<file path="config.mk">
export PLATFORM = sky130hd
export DESIGN_NAME = riff_wave_chunk_parser
export DESIGN_NICKNAME = d
export VERILOG_FILES = /design/src/rtl/core/rwcp_pkg.sv /design/src/rtl/core/rwcp_div.sv /design/src/rtl/core/riff_wave_chunk_parser.sv
export SDC_FILE = /design/constraint.sdc
export NUM_CORES = 2
export LEC_CHECK = 0
export BUFFER_PORTS_ARGS = -buffer_cell sky130_fd_sc_hd__clkbuf_2
export CORE_UTILIZATION = 50
export CTS_BUF_LIST = sky130_fd_sc_hd__clkbuf_16
export CTS_CLUSTER_DIAMETER = 40
export DETAILED_ROUTE_END_ITERATION = 7
export GPL_TIMING_DRIVEN = 0
export PLACE_DENSITY = 0.72
export SLEW_MARGIN = 25
export SYNTH_ARGS = -nofsm -noshare
export SYNTH_HDL_FRONTEND = slang
export SYNTH_SLANG_ARGS = --single-unit
</file>
<file path="constraint.sdc">
create_clock -name clock -period 84.1 [get_ports clock]
set_input_delay 16.82 -clock clock [delete_from_list [all_inputs] [get_ports clock]]
set_output_delay 16.82 -clock clock [all_outputs]
set_load 0.01 [all_outputs]
</file>
<file path="src/rtl/core/rwcp_pkg.sv">
// Shared constants and types for the RIFF/WAVE chunk parser.
// Used by riff_wave_chunk_parser and rwcp_div; depends on nothing.
package rwcp_pkg;

   // Chunk ids, little-endian four-character codes
   localparam logic [31:0] ID_RIFF = 32'h4646_4952;
   localparam logic [31:0] ID_WAVE = 32'h4556_4157;
   localparam logic [31:0] ID_FMT  = 32'h2074_6D66;
   localparam logic [31:0] ID_DATA = 32'h6174_6164;
   localparam logic [31:0] ID_FACT = 32'h7463_6166;

   // Result status codes
   localparam logic [2:0] ST_OK        = 3'd0;
   localparam logic [2:0] ST_NOT_RIFF  = 3'd1;
   localparam logic [2:0] ST_NOT_WAVE  = 3'd2;
   localparam logic [2:0] ST_COMPRESS  = 3'd3;
   localparam logic [2:0] ST_SIZE_BAD  = 3'd4;
   localparam logic [2:0] ST_NO_DATA   = 3'd5;
   localparam logic [2:0] ST_ZERO_RATE = 3'd6;

   localparam int WORD_BYTES = 4;
   localparam int FMT_BYTES  = 16;

   // Duration: length * 1000 / byte rate
   localparam int          LEN_W     = 32;
   localparam int          MS_W      = 10;
   localparam logic [MS_W-1:0] MS_PER_S = 10'd1000;
   localparam int          DIVIDEND_W = LEN_W + MS_W;
   localparam int          DIVISOR_W  = 32;

   typedef logic [FMT_BYTES-1:0][7:0] fmt_bytes_type;

endpackage

</file>
<file path="src/rtl/core/rwcp_div.sv">
// Iterative restoring divider, one quotient bit per cycle.
// Widths default from rwcp_pkg; divisor must be nonzero when started.
module rwcp_div #(
   parameter int DIVIDEND_W = rwcp_pkg::DIVIDEND_W,
   parameter int DIVISOR_W  = rwcp_pkg::DIVISOR_W
) (
   input  logic                  clock,
   input  logic                  reset,
   input  logic                  start,
   input  logic [DIVIDEND_W-1:0] dividend,
   input  logic [DIVISOR_W-1:0]  divisor,
   output logic                  done,
   output logic [DIVIDEND_W-1:0] quotient
);

   localparam int CNT_W = $clog2(DIVIDEND_W + 1);

   logic [DIVISOR_W-1:0]  rem_ff, rem_in;
   logic [DIVIDEND_W-1:0] quo_ff, quo_in;
   logic [DIVISOR_W-1:0]  dsr_ff;
   logic [CNT_W-1:0]      cnt_ff;
   logic                  busy_ff;
   logic                  done_ff;
   logic [DIVISOR_W:0]    rem_shift;
   logic                  ge;

   // One restoring step: shift in the next dividend bit, subtract if it fits
   always_comb begin
      rem_shift = {rem_ff, quo_ff[DIVIDEND_W-1]};
      ge        = rem_shift >= {1'b0, dsr_ff};
      rem_in    = ge ? DIVISOR_W'(rem_shift - {1'b0, dsr_ff}) : rem_shift[DIVISOR_W-1:0];
      quo_in    = {quo_ff[DIVIDEND_W-2:0], ge};
   end

   always_ff @(posedge clock) begin
      if (reset) begin
         busy_ff <= 1'b0;
         done_ff <= 1'b0;
         cnt_ff  <= '0;
      end else begin
         done_ff <= 1'b0;
         if (start) begin
            rem_ff  <= '0;
            quo_ff  <= dividend;
            dsr_ff  <= divisor;
            cnt_ff  <= CNT_W'(DIVIDEND_W);
            busy_ff <= 1'b1;
         end else if (busy_ff) begin
            rem_ff <= rem_in;
            quo_ff <= quo_in;
            cnt_ff <= cnt_ff - CNT_W'(1);
            if (cnt_ff == CNT_W'(1)) begin
               busy_ff <= 1'b0;
               done_ff <= 1'b1;
            end
         end
      end
   end

   assign done     = done_ff;
   assign quotient = quo_ff;

endmodule

</file>
<file path="src/rtl/core/riff_wave_chunk_parser.sv">
// RIFF/WAVE chunk parser: byte-serial chunk walker with data pass-through.
// Depends on rwcp_pkg and rwcp_div (duration divider).
//
//   channel  direction  handshake             word
//   req      in         req_valid/req_stall    one file byte, start-of-file flag
//   rsp      out        rsp_valid/rsp_stall    data byte and/or final file status
//   csr      in         csr_valid/csr_ready    expected data chunk size
//
// A new file byte is taken whenever no division runs and the result register is free.
// The byte that ends a data chunk with a nonzero byte rate starts a duration division:
// a 32x10 multiply, then the divider producing one quotient bit a cycle.
// req_stall is high during that division and while rsp holds a stalled word.
// Reset is synchronous and clears the parser and the expected size to zero.
// A start-of-file byte restarts the parser; the expected size is kept.
module riff_wave_chunk_parser (
   input  logic        clock,
   input  logic        reset,
   input  logic        req_valid,
   output logic        req_stall,
   input  logic [7:0]  req_byte_value,
   input  logic        req_start_of_file,
   output logic        rsp_valid,
   input  logic        rsp_stall,
   output logic [7:0]  rsp_payload_byte,
   output logic        rsp_payload_valid,
   output logic        rsp_done_res,
   output logic [2:0]  rsp_status,
   output logic [31:0] rsp_data_length,
   output logic [31:0] rsp_duration_ms,
   output logic [15:0] rsp_format_tag,
   output logic [15:0] rsp_channel_count,
   output logic [31:0] rsp_sample_rate,
   output logic [31:0] rsp_byte_rate,
   output logic [15:0] rsp_block_align,
   output logic [15:0] rsp_bits_per_sample,
   input  logic        csr_valid,
   output logic        csr_ready,
   input  logic [31:0] csr_expected_data_size
);

   typedef enum logic [2:0] {
      PH_RIFF, PH_RLEN, PH_WAVE, PH_ID, PH_CLEN, PH_BODY, PH_PAD
   } phase_type;

   typedef enum logic [1:0] {
      CTL_RUN, CTL_DIV_LOAD, CTL_DIV_WAIT
   } ctl_type;

   // Parser state
   phase_type               phase_ff, phase_in, cur_phase;
   logic                    finished_ff, finished_in, cur_finished;
   logic [31:0]             count_ff, count_in, cur_count;
   logic [31:0]             chunk_id_ff, chunk_id_in, cur_id;
   logic [31:0]             chunk_len_ff, chunk_len_in, cur_len;
   logic [32:0]             consumed_ff, consumed_in, cur_consumed;
   logic [31:0]             limit_ff, limit_in, cur_limit;
   rwcp_pkg::fmt_bytes_type fmt_ff, fmt_in, cur_fmt;
   logic [31:0]             expected_ff;

   // Step helpers
   logic        sof;
   logic [31:0] cnt_inc;
   logic        gfull;
   logic [31:0] id_gath, len_gath;
   logic [32:0] consumed_inc;
   logic        at_limit;
   logic [31:0] cur_rate;

   // Step result
   logic        res_valid, res_need_div, res_pay_valid, res_done;
   logic [7:0]  res_pay_byte;
   logic [2:0]  res_status;
   logic [31:0] res_len;

   // Sequencer and output register
   ctl_type                 ctl_ff;
   logic [7:0]              pend_byte_ff;
   logic                    pend_valid_ff;
   logic                    rsp_valid_ff;
   logic [7:0]              out_byte_ff;
   logic                    out_pay_valid_ff;
   logic                    out_done_ff;
   logic [2:0]              out_status_ff;
   logic [31:0]             out_len_ff;
   logic [31:0]             out_dur_ff;
   rwcp_pkg::fmt_bytes_type out_fmt_ff;

   logic                              accept;
   logic                              div_start;
   logic                              div_done;
   logic [rwcp_pkg::DIVIDEND_W-1:0]   div_dividend;
   logic [rwcp_pkg::DIVIDEND_W-1:0]   div_quotient;
   logic [31:0]                       dur_sat;

   // Place one byte into its lane of a little-endian word being collected
   function automatic logic [31:0] gather_word(input logic [31:0] word,
                                               input logic [1:0]  pos,
                                               input logic [7:0]  b);
      logic [31:0] w;
      w = word;
      case (pos)
         2'd0:    w = {24'd0, b};
         2'd1:    w[15:8] = b;
         2'd2:    w[23:16] = b;
         2'd3:    w[31:24] = b;
         default: w = word;
      endcase
      return w;
   endfunction

   assign accept    = req_valid && !req_stall;
   assign req_stall = (ctl_ff != CTL_RUN) || (rsp_valid_ff && rsp_stall);
   assign csr_ready = 1'b1;

   // Parser step for the byte on req, after a restart if flagged
   always_comb begin
      sof          = req_start_of_file;
      cur_phase    = sof ? PH_RIFF : phase_ff;
      cur_finished = sof ? 1'b0 : finished_ff;
      cur_count    = sof ? 32'd0 : count_ff;
      cur_id       = sof ? 32'd0 : chunk_id_ff;
      cur_len      = sof ? 32'd0 : chunk_len_ff;
      cur_consumed = sof ? 33'd0 : consumed_ff;
      cur_limit    = sof ? 32'd0 : limit_ff;
      cur_fmt      = sof ? '0 : fmt_ff;

      cnt_inc      = cur_count + 32'd1;
      gfull        = cur_count[1:0] == 2'd3;
      id_gath      = gather_word(cur_id, cur_count[1:0], req_byte_value);
      len_gath     = gather_word(cur_len, cur_count[1:0], req_byte_value);
      consumed_inc = cur_consumed + {32'd0, ~(&cur_consumed)};
      at_limit     = consumed_inc >= {1'b0, cur_limit};
      cur_rate     = {cur_fmt[11], cur_fmt[10], cur_fmt[9], cur_fmt[8]};

      phase_in     = cur_phase;
      finished_in  = cur_finished;
      count_in     = cur_count;
      chunk_id_in  = cur_id;
      chunk_len_in = cur_len;
      consumed_in  = cur_consumed;
      limit_in     = cur_limit;
      fmt_in       = cur_fmt;

      res_valid     = 1'b0;
      res_need_div  = 1'b0;
      res_pay_valid = 1'b0;
      res_pay_byte  = 8'd0;
      res_done      = 1'b0;
      res_status    = rwcp_pkg::ST_OK;
      res_len       = 32'd0;

      if (!cur_finished) begin
         case (cur_phase)
            PH_RIFF: begin
               chunk_id_in = id_gath;
               count_in    = gfull ? 32'd0 : cnt_inc;
               if (gfull) begin
                  if (id_gath != rwcp_pkg::ID_RIFF) begin
                     finished_in = 1'b1;
                     res_valid   = 1'b1;
                     res_done    = 1'b1;
                     res_status  = rwcp_pkg::ST_NOT_RIFF;
                  end else begin
                     phase_in = PH_RLEN;
                  end
               end
            end
            PH_RLEN: begin
               chunk_len_in = len_gath;
               count_in     = gfull ? 32'd0 : cnt_inc;
               if (gfull) begin
                  limit_in = (len_gath >= 32'(rwcp_pkg::WORD_BYTES))
                           ? len_gath - 32'(rwcp_pkg::WORD_BYTES) : 32'd0;
                  phase_in = PH_WAVE;
               end
            end
            PH_WAVE: begin
               chunk_id_in = id_gath;
               count_in    = gfull ? 32'd0 : cnt_inc;
               if (gfull) begin
                  if (id_gath != rwcp_pkg::ID_WAVE) begin
                     finished_in = 1'b1;
                     res_valid   = 1'b1;
                     res_done    = 1'b1;
                     res_status  = rwcp_pkg::ST_NOT_WAVE;
                  end else if (cur_limit == 32'd0) begin
                     finished_in = 1'b1;
                     res_valid   = 1'b1;
                     res_done    = 1'b1;
                     res_status  = rwcp_pkg::ST_NO_DATA;
                  end else begin
                     phase_in = PH_ID;
                  end
               end
            end
            PH_ID: begin
               consumed_in = consumed_inc;
               chunk_id_in = id_gath;
               count_in    = gfull ? 32'd0 : cnt_inc;
               if (gfull) begin
                  if (id_gath == rwcp_pkg::ID_FACT) begin
                     finished_in = 1'b1;
                     res_valid   = 1'b1;
                     res_done    = 1'b1;
                     res_status  = rwcp_pkg::ST_COMPRESS;
                  end else begin
                     phase_in = PH_CLEN;
                  end
               end
            end
            PH_CLEN: begin
               consumed_in  = consumed_inc;
               chunk_len_in = len_gath;
               count_in     = gfull ? 32'd0 : cnt_inc;
               if (gfull) begin
                  if (cur_id == rwcp_pkg::ID_DATA) begin
                     if (len_gath != expected_ff) begin
                        finished_in = 1'b1;
                        res_valid   = 1'b1;
                        res_done    = 1'b1;
                        res_status  = rwcp_pkg::ST_SIZE_BAD;
                        res_len     = len_gath;
                     end else if (len_gath == 32'd0) begin
                        // Empty data chunk: finish without a payload byte
                        finished_in  = 1'b1;
                        res_valid    = 1'b1;
                        res_done     = 1'b1;
                        res_len      = len_gath;
                        res_need_div = cur_rate != 32'd0;
                        res_status   = (cur_rate == 32'd0)
                                     ? rwcp_pkg::ST_ZERO_RATE : rwcp_pkg::ST_OK;
                     end else begin
                        phase_in = PH_BODY;
                     end
                  end else if (len_gath == 32'd0) begin
                     // Empty chunk: length is even, go straight to the limit check
                     if (at_limit) begin
                        finished_in = 1'b1;
                        res_valid   = 1'b1;
                        res_done    = 1'b1;
                        res_status  = rwcp_pkg::ST_NO_DATA;
                     end else begin
                        phase_in = PH_ID;
                     end
                  end else begin
                     phase_in = PH_BODY;
                  end
               end
            end
            PH_BODY: begin
               consumed_in = consumed_inc;
               count_in    = cnt_inc;
               if (cur_id == rwcp_pkg::ID_FMT && cur_count[31:4] == 28'd0) begin
                  fmt_in[cur_count[3:0]] = req_byte_value;
               end
               if (cur_id == rwcp_pkg::ID_DATA) begin
                  res_valid     = 1'b1;
                  res_pay_valid = 1'b1;
                  res_pay_byte  = req_byte_value;
                  if (cnt_inc >= cur_len) begin
                     finished_in  = 1'b1;
                     res_done     = 1'b1;
                     res_len      = cur_len;
                     res_need_div = cur_rate != 32'd0;
                     res_status   = (cur_rate == 32'd0)
                                  ? rwcp_pkg::ST_ZERO_RATE : rwcp_pkg::ST_OK;
                  end
               end else if (cnt_inc >= cur_len) begin
                  count_in = 32'd0;
                  if (cur_len[0]) begin
                     phase_in = PH_PAD;
                  end else if (at_limit) begin
                     finished_in = 1'b1;
                     res_valid   = 1'b1;
                     res_done    = 1'b1;
                     res_status  = rwcp_pkg::ST_NO_DATA;
                  end else begin
                     phase_in = PH_ID;
                  end
               end
            end
            PH_PAD: begin
               consumed_in = consumed_inc;
               count_in    = 32'd0;
               if (at_limit) begin
                  finished_in = 1'b1;
                  res_valid   = 1'b1;
                  res_done    = 1'b1;
                  res_status  = rwcp_pkg::ST_NO_DATA;
               end else begin
                  phase_in = PH_ID;
               end
            end
            default: begin
               phase_in = PH_RIFF;
            end
         endcase
      end
   end

   // Duration divider operands and saturation
   assign div_start    = ctl_ff == CTL_DIV_LOAD;
   assign div_dividend = {{rwcp_pkg::MS_W{1'b0}}, chunk_len_ff}
                       * {{rwcp_pkg::LEN_W{1'b0}}, rwcp_pkg::MS_PER_S};
   assign dur_sat      = (|div_quotient[rwcp_pkg::DIVIDEND_W-1:rwcp_pkg::LEN_W])
                       ? 32'hFFFF_FFFF : div_quotient[rwcp_pkg::LEN_W-1:0];

   rwcp_div #(
      .DIVIDEND_W (rwcp_pkg::DIVIDEND_W),
      .DIVISOR_W  (rwcp_pkg::DIVISOR_W)
   ) u_div (
      .clock    (clock),
      .reset    (reset),
      .start    (div_start),
      .dividend (div_dividend),
      .divisor  ({fmt_ff[11], fmt_ff[10], fmt_ff[9], fmt_ff[8]}),
      .done     (div_done),
      .quotient (div_quotient)
   );

   always_ff @(posedge clock) begin
      if (reset) begin
         phase_ff      <= PH_RIFF;
         finished_ff   <= 1'b0;
         count_ff      <= 32'd0;
         chunk_id_ff   <= 32'd0;
         chunk_len_ff  <= 32'd0;
         consumed_ff   <= 33'd0;
         limit_ff      <= 32'd0;
         fmt_ff        <= '0;
         expected_ff   <= 32'd0;
         ctl_ff        <= CTL_RUN;
         rsp_valid_ff  <= 1'b0;
      end else begin
         // Take a configuration write
         if (csr_valid && csr_ready) begin
            expected_ff <= csr_expected_data_size;
         end

         // Advance the parser on each accepted byte
         if (accept) begin
            phase_ff     <= phase_in;
            finished_ff  <= finished_in;
            count_ff     <= count_in;
            chunk_id_ff  <= chunk_id_in;
            chunk_len_ff <= chunk_len_in;
            consumed_ff  <= consumed_in;
            limit_ff     <= limit_in;
            fmt_ff       <= fmt_in;
         end

         // Drain the output word once taken
         if (rsp_valid_ff && !rsp_stall) begin
            rsp_valid_ff <= 1'b0;
         end

         case (ctl_ff)
            CTL_RUN: begin
               if (accept && res_need_div) begin
                  pend_byte_ff  <= res_pay_byte;
                  pend_valid_ff <= res_pay_valid;
                  ctl_ff        <= CTL_DIV_LOAD;
               end else if (accept && res_valid) begin
                  rsp_valid_ff     <= 1'b1;
                  out_byte_ff      <= res_pay_byte;
                  out_pay_valid_ff <= res_pay_valid;
                  out_done_ff      <= res_done;
                  out_status_ff    <= res_status;
                  out_len_ff       <= res_len;
                  out_dur_ff       <= 32'd0;
                  out_fmt_ff       <= res_done ? fmt_in : '0;
               end
            end
            CTL_DIV_LOAD: begin
               ctl_ff <= CTL_DIV_WAIT;
            end
            CTL_DIV_WAIT: begin
               // Hold until the quotient is in, then post the final word
               if (div_done) begin
                  ctl_ff           <= CTL_RUN;
                  rsp_valid_ff     <= 1'b1;
                  out_byte_ff      <= pend_byte_ff;
                  out_pay_valid_ff <= pend_valid_ff;
                  out_done_ff      <= 1'b1;
                  out_status_ff    <= rwcp_pkg::ST_OK;
                  out_len_ff       <= chunk_len_ff;
                  out_dur_ff       <= dur_sat;
                  out_fmt_ff       <= fmt_ff;
               end
            end
            default: begin
               ctl_ff <= CTL_RUN;
            end
         endcase
      end
   end

   assign rsp_valid           = rsp_valid_ff;
   assign rsp_payload_byte    = out_byte_ff;
   assign rsp_payload_valid   = out_pay_valid_ff;
   assign rsp_done_res        = out_done_ff;
   assign rsp_status          = out_status_ff;
   assign rsp_data_length     = out_len_ff;
   assign rsp_duration_ms     = out_dur_ff;
   assign rsp_format_tag      = {out_fmt_ff[1], out_fmt_ff[0]};
   assign rsp_channel_count   = {out_fmt_ff[3], out_fmt_ff[2]};
   assign rsp_sample_rate     = {out_fmt_ff[7], out_fmt_ff[6], out_fmt_ff[5], out_fmt_ff[4]};
   assign rsp_byte_rate       = {out_fmt_ff[11], out_fmt_ff[10], out_fmt_ff[9], out_fmt_ff[8]};
   assign rsp_block_align     = {out_fmt_ff[13], out_fmt_ff[12]};
   assign rsp_bits_per_sample = {out_fmt_ff[15], out_fmt_ff[14]};

   // Divider finishes only while the sequencer waits for it
   a_div_done_in_wait: assert property (@(posedge clock) disable iff (reset)
      div_done |-> ctl_ff == CTL_DIV_WAIT)
      else $error("divider done outside wait state");

   // No byte is taken while a division is in flight
   a_no_accept_in_div: assert property (@(posedge clock) disable iff (reset)
      (ctl_ff != CTL_RUN) |-> !accept)
      else $error("byte accepted during division");

   // A posted final word means the parser has finished its file
   a_done_means_finished: assert property (@(posedge clock) disable iff (reset)
      (rsp_valid_ff && out_done_ff) |-> finished_ff)
      else $error("final word posted while parser still running");

   // A good finish comes with the last data byte or an empty data chunk
   a_ok_has_data: assert property (@(posedge clock) disable iff (reset)
      (rsp_valid_ff && out_done_ff && out_status_ff == rwcp_pkg::ST_OK)
         |-> (out_pay_valid_ff || out_len_ff == 32'd0))
      else $error("good finish without data byte on a nonempty chunk");

   // Non-payload words carry a zero byte
   a_zero_byte: assert property (@(posedge clock) disable iff (reset)
      (rsp_valid_ff && !out_pay_valid_ff) |-> out_byte_ff == 8'd0)
      else $error("payload byte set without payload valid");

endmodule

</file>
; Yosys cells after proc, flatten, opt, wreduce, memory -nomap -nowiden
; Cells that the tools add are included.
[op_classes]
n_addsub = 5
n_mul = 1
order_cmp = 6
eq_ne = 22
muxes = 169
bitwise = 3
n_reduce_logical = 34
[op_table]
columns = operator, count
row1 = 128-bit 2-to-1 mux, 8
row2 = 32-bit 2-to-1 mux, 32
row3 = 128-bit one-hot mux with 2 select lines, 1
row4 = 32-bit one-hot mux with 2 select lines, 3
row5 = 128-bit bitwise mux, 1
row6 = 8-bit one-hot mux with 2 select lines, 7
row7 = 3-bit 2-to-1 mux, 37
row8 = 33-bit 2-to-1 mux, 3
row9 = 32-bit logical NOT, 3
row10 = 32-bit one-hot mux with 3 select lines, 1
row11 = 42-bit 2-to-1 mux, 2
row12 = 8-bit 2-to-1 mux, 9
row13 = 33-bit by 32-bit greater-or-equal comparator with 1-bit output, 2
row14 = 32-bit by 31-bit == test with 1-bit output (second input constant), 2
row15 = 32-bit by 31-bit != test with 1-bit output (second input constant), 2
row16 = 1-bit 2-to-1 mux, 48
row17 = 32-bit by 7-bit multiplier with 39-bit output (second input constant), 1
row18 = 33-bit by 1-bit adder with 33-bit output, 1
row19 = 33-bit AND reduction, 1
row20 = 32-bit by 1-bit adder with 32-bit output (second input constant), 1
row21 = 8-bit demux with 4-bit select, 1
row22 = 32-bit by 30-bit == test with 1-bit output (second input constant), 1
row23 = 32-bit by 3-bit greater-or-equal comparator with 1-bit output (second input constant), 1
row24 = 32-bit greater-or-equal comparator, 1
row25 = 39 further kinds, 71
[totals]
register_bits = 656
inputBits = 46
out_inout_bits = 208
wordCells = 298

; Logic depth before layout (Yosys ltp)
[depth]
ltp_word = 15
ltp_mapped = 33
depth_no_buf = 26

; Cells and area by module
; A second synthesis with hierarchy kept.
[hier_totals]
cells_unflattened = 3917
area_unflattened_um2 = 38350.5
[by_module_without_submodules]
columns = mod, instances, cells_per_inst, area_per_inst_um2, seq_area_each_um2
row1 = riff_wave_chunk_parser, 1, 3362, 31950.6, 12992.5
row2 = rwcp_div, 1, 555, 6399.9, 3343.2

; Worst setup path before layout
; OpenSTA, ideal clock, no wires.
[synth_timing]
path_type = input to register
start = in req_start_of_file
end = reg out_fmt_ff, in the netlist rsp_bits_per_sample[0], enable pin
setup_time_ns = 1.137
t_arrival_ns = 37.336
required_time_ns = 82.963
setup_slack_ns = 45.626
stages = 30
n_path_buf = 8
cell_sequence = clkbuf_1 > clkbuf_1 > clkbuf_1 > buf_1 > clkbuf_1 > clkbuf_1 > nor2b_1 > ha_1 > ha_1 > nand4b_1 > or4b_1 > clkbuf_1 > nor2_1 > nand4_1 > nor3_1 > nand3_1 > xor2_1 > nor2_1 > ha_1 > nand3_1 > nor2_1 > nand4_1 > o211ai_1 > nor2_1 > and2_1 > buf_2 > o221ai_2 > a211oi_1 > a2bb2oi_1 > a311oi_1
[synth_between]
elab_chain_cells = 14
elab_cells_between_ends = 71
classes_between = add/sub (2) / order compare (2) / eq/ne (15) / mux (42) / bitwise (1) / reduce/logical (9)
[synth_lines]
columns = item, line
row1 = "start, declared", riff_wave_chunk_parser.sv:21  ; input logic req_start_of_file,
row2 = 33-bit 2-to-1 mux, riff_wave_chunk_parser.sv:123  ; cur_consumed = sof ? 33'd0 : consumed_ff;
row3 = 33-bit AND reduction, riff_wave_chunk_parser.sv:131  ; consumed_inc = cur_consumed + {32'd0, ~(&cur_consumed)};
row4 = 1-bit inverter, riff_wave_chunk_parser.sv:131
row5 = 33-bit by 1-bit adder with 33-bit output, riff_wave_chunk_parser.sv:131
row6 = 33-bit by 32-bit greater-or-equal comparator with 1-bit output, riff_wave_chunk_parser.sv:132  ; at_limit = consumed_inc >= {1'b0, cur_limit};
row7 = 1-bit 2-to-1 mux, "riff_wave_chunk_parser.sv:237, riff_wave_chunk_parser.sv:272, riff_wave_chunk_parser.sv:285"
row8 = "1-bit 2-to-1 mux, on equally long branches", "riff_wave_chunk_parser.sv:270, riff_wave_chunk_parser.sv:235"
row9 = "1-bit 2-to-1 mux, on equally long branches", "riff_wave_chunk_parser.sv:268, riff_wave_chunk_parser.sv:216"
row10 = "1-bit 2-to-1 mux, on equally long branches", "riff_wave_chunk_parser.sv:256, riff_wave_chunk_parser.sv:215"
row11 = 1-bit one-hot mux with 6 select lines, riff_wave_chunk_parser.sv:153  ; case (cur_phase)
row12 = 1-bit 2-to-1 mux, riff_wave_chunk_parser.sv:152  ; if (!cur_finished) begin
row13 = 1-bit logical AND, riff_wave_chunk_parser.sv:363  ; end else if (accept && res_valid) begin
row14 = 2-bit != test (no source line), --
row15 = 5-bit AND reduction (no source line) *, --
row16 = "end signal, assigned", riff_wave_chunk_parser.sv:371  ; out_fmt_ff <= res_done ? fmt_in : '0;
row17 = "end signal, assigned", riff_wave_chunk_parser.sv:388  ; out_fmt_ff <= fmt_ff;
row18 = "end, declared", riff_wave_chunk_parser.sv:86  ; rwcp_pkg::fmt_bytes_type out_fmt_ff;
; Every way passes the cells marked *; elsewhere a longest branch is shown, timed or not.
; A chain may end at the register's enable or synchronous reset.

; Final worst setup path
[layout_timing]
start = in rsp_stall
end = out req_stall
[layout_between]
elab_chain_cells = 2
[layout_lines]
columns = item, line
row1 = "start, declared", riff_wave_chunk_parser.sv:23  ; input logic rsp_stall,
row2 = 1-bit logical AND, riff_wave_chunk_parser.sv:112  ; assign req_stall = (ctl_ff != CTL_RUN) || (rsp_valid_ff && rsp_stall);
row3 = 1-bit logical OR, riff_wave_chunk_parser.sv:112
row4 = "end, declared", riff_wave_chunk_parser.sv:19  ; output logic req_stall,
; No other way between the ends.

==> summary.md <==
| Metric | Value |
|---|---|
| Vias | 33200 |
| Hold Crit Depth | 2 |
| Max-slew headroom | 21.7% |
| GP Congestion | 1.00 |
| FF+latch count, synth | 656 |
| H-tree depth | 3 |
| Hold path start | chunk_id_ff[12] |
| Final Core Density | 59.3% |
| Fmax | 0.0289 GHz |
| Share of the synthesized area in the top cell type | 25.3% |
| R2R depth | 29 |
| RSZ-0062 raised after global routing | no |
| Worst vdd ir | 16.7 uV |
| Hold buffers post-CTS | 0 |
| Cell taking the most area after synthesis | edfxtp_1 |
| # IOs | 254 |
| Slowest stage cell, crit path | a211oi_2 |
| DRT iter0 DRCs | 4126 |
| Filler cell count | 6368 |
| Syn Nets | 4238 |
| Leakage | 18.2 nW |
| Antenna violations before repair | 3 |
| Register area | 16300 um^2 |
| Top-count cell post-synth | nor2_1 |
| Crit path from | rsp_stall |
| Status | finished, final reports clean |
| Cells after Synth | 3880 |
| CP Max Fanout | 3 |
| Wire per inst | 24.0 um |
| Vias in the first global route | 31700 |
| TritonCTS clock tree | done |
| CP Cell Sequence | clkbuf_2 > a211oi_2 > inv_1 > clkbuf_2 |
| Worst path required time | 67.28 ns |
| Max-cap violation count | 0 |
| Port Buf Inserts | 250 |
| Final WL | 128000 um |
| DR vias/cell | 6.24 |
| Final antenna-violating net count | 0 |
| Worst Hold Class | register to register |
| Worst-Skew Late Latency | 0.68 ns |
| CP Launch Type | input pin |
| Clk sinks | 656 |
| Final Slew Violations | 0 |
| Slew @ Worst Pin | 1.17 ns |
| Top cells by count, synth | 517 x nor2_1, 349 x nand2_1, 336 x dfxtp_1, 320 x edfxtp_1, 210 x a22oi_1 |
| Final Power | 0.000800 W |
| Sequential-to-total area share from yosys stat | 43.0% |
| Clock buffer depth | 3 |
| Die area | 77100 um^2 |
| First-pass GRT wire length | 191000 um |
| Most common cell on crit path | clkbuf_2 |
| Cell Area, Synth | 38000 um^2 |
| Syn avg cell area | 9.80 um^2 |
| Core area | 74800 um^2 |
| CP max stage delay | 0.62 ns |
| Synth Warn # | 0 |
| Worst-path clk slew | 0.05 ns |
| Worst endpoint data arrival time | 17.81 ns |
| Starting Density | 50.8% |
| CTS root buffer | clkbuf_16 |
| Period utilization | 41.2% |
| Global Route Usage Sum | 32.4% |
| Nets | 4614 |
| Pin count of the biggest net entering global routing | 27 |
| Area of the multi-input gates | 20500 um^2 |
| Count of final setup violators | 0 |
| Post-cts gate resize count | 0 |
| Asr flop ratio synth | 0% |
| Post-CTS setup buffers | 0 |
| # diodes | 0 |
| Min Tclk post-route | 34.63 ns |
| Clock skew after layout | 0.0303 ns |
| DP Area | 40900 um^2 |
| Total CTS buffers | 101 |
| DRC viols | 0 |
| Reg2Reg Launch Point | count_ff[0] |
| Layout cells sized above 1 | 12.6% |
| P per Cell Area | 18.0 nW/um^2 |
| Grt ovf | 0 |
| Top cells by area, synth | edfxtp_1 25%, dfxtp_1 18%, ha_1 6.4% |
| Post-synth cell types | 89 |
| Most flop-heavy register | fmt_ff |
| DPL Wire Length | 94600 um |
| Post-synth EDFFs | 320 |
| Fin. Hold Viols | 0 |
| Setup TNS | 0 ns |
| Area grow syn2layout | 16.8% |
| Initial DRT Pass Iterations | 7 |
| Row Count | 100 |
| Die Ht | 278 um |
| Type of destination of the critical path | output port |
| Ys flop type | dfxtp_1 |
| Design area | 44400 um^2 |
| Crit Path Class | input pin to output port |
| Max reg flops | 128 |
| Die span in x | 278 um |
[power by group]
part / internal, W / switching (W)
Sequential: 0.000334 / 0.00000220
Combinational: 0.00000961 / 0.0000290
Clock: 0.000254 / 0.000172
Total: 0.000597 / 0.000203
[per-stage QoR]
stage / setup WS (ns) / hold WS (ns) / instances
2_1_floorplan: 45.63 / 0.436 / 3880
3_3_place_gp: 35.12 / 0.444 / 5099
3_5_place_dp: 49.14 / 0.448 / 5122
4_1_cts: 49.13 / 0.481 / 5314
5_1_grt: 49.47 / 0.498 / 5314
6_report: 49.47 / 0.479 / 5314
[worst max-delay path: cells and delay by family]
| family | cells | cell delay (ns) |
|---|---|---|
| buffers and inverters | 3 | 0.37 |
| AO/OA/AOI/OAI | 1 | 0.62 |
[logic make-up (layout without fill, tap and decap cells)]
logic type | Yosys count | after routing | share of synthesized area [%]
AND/OR/NAND/NOR | 1377 | 1377 | 17.2
AO/OA/AOI/OAI | 950 | 950 | 17.7
flip-flops | 656 | 656 | 43.0
buffers and inverters | 331 | 796 | 3.40
adder cells (fa/ha/maj) | 312 | 312 | 12.6
XOR/XNOR | 181 | 181 | 4.17
multiplexers | 72 | 72 | 1.93
other | 1 | 1 | 0.00987
[metal layers]
layer	routed length [um]	track usage (%)	share of wire [%]	vias to the layer above
met5	11	0	0.0086	-
met4	6850	16.6	5.4	2
met3	11700	6.64	9.1	404
met2	57900	50.7	45	1704
met1	51100	42.5	40	16100
li1	-	-	-	14900
[final timing paths]
path	endpoint	slack, ns
hold / removal	chunk_id_ff[12]	0.48
setup / recovery	req_stall	49.47
setup reg to reg	rsp_channel_count[11]	75.02
hold reg to reg	chunk_id_ff[12]	0.48
[cells in the final DEF, fill, tap and decap left out, types with 12 or more instances in the layout]
master	netlist	routed
a21o_1	47	47
buf_2	15	17
o31ai_4	15	15
nor2_1	517	514
nor2b_1	43	43
buf_1	23	21
ha_1	193	193
inv_1	109	115
a31oi_1	31	27
clkbuf_2	0	252
fa_1	119	119
nand2b_1	40	40
xnor2_1	112	112
buf_6	3	17
and3b_1	20	20
a211oi_1	37	36
o21ai_0	172	169
nor4_1	46	46
nand2_1	349	349
and2_1	33	33
and3_1	38	38
nand4_1	48	48
nand3_1	84	84
clkbuf_1	176	174
o21ai_1	22	25
dfxtp_1	336	336
xor2_1	69	69
clkbuf_16	0	104
edfxtp_1	320	320
a21oi_1	156	156
mux2i_1	63	62
or3_1	18	18
inv_6	0	25
o31ai_1	13	13
clkinv_2	0	12
nor3_1	70	68
a22oi_1	210	210
a22o_1	134	134
o21bai_1	13	13
[layout make-up]
| type | instances | share of cell area [%] |
|---|---|---|
| plain buffers | 219 | 1.97 |
| clock buffers | 104 | 5.86 |
| clock inverters | 88 | 1.95 |
| inverters | 112 | 0.947 |
| multi-input cells | 2893 | 46.2 |
| flip-flops and latches | 656 | 36.8 |
| well taps | 969 | 2.73 |
| repair buffers | 273 | 3.59 |
Note: power is estimated with default switching activity, not from simulation.
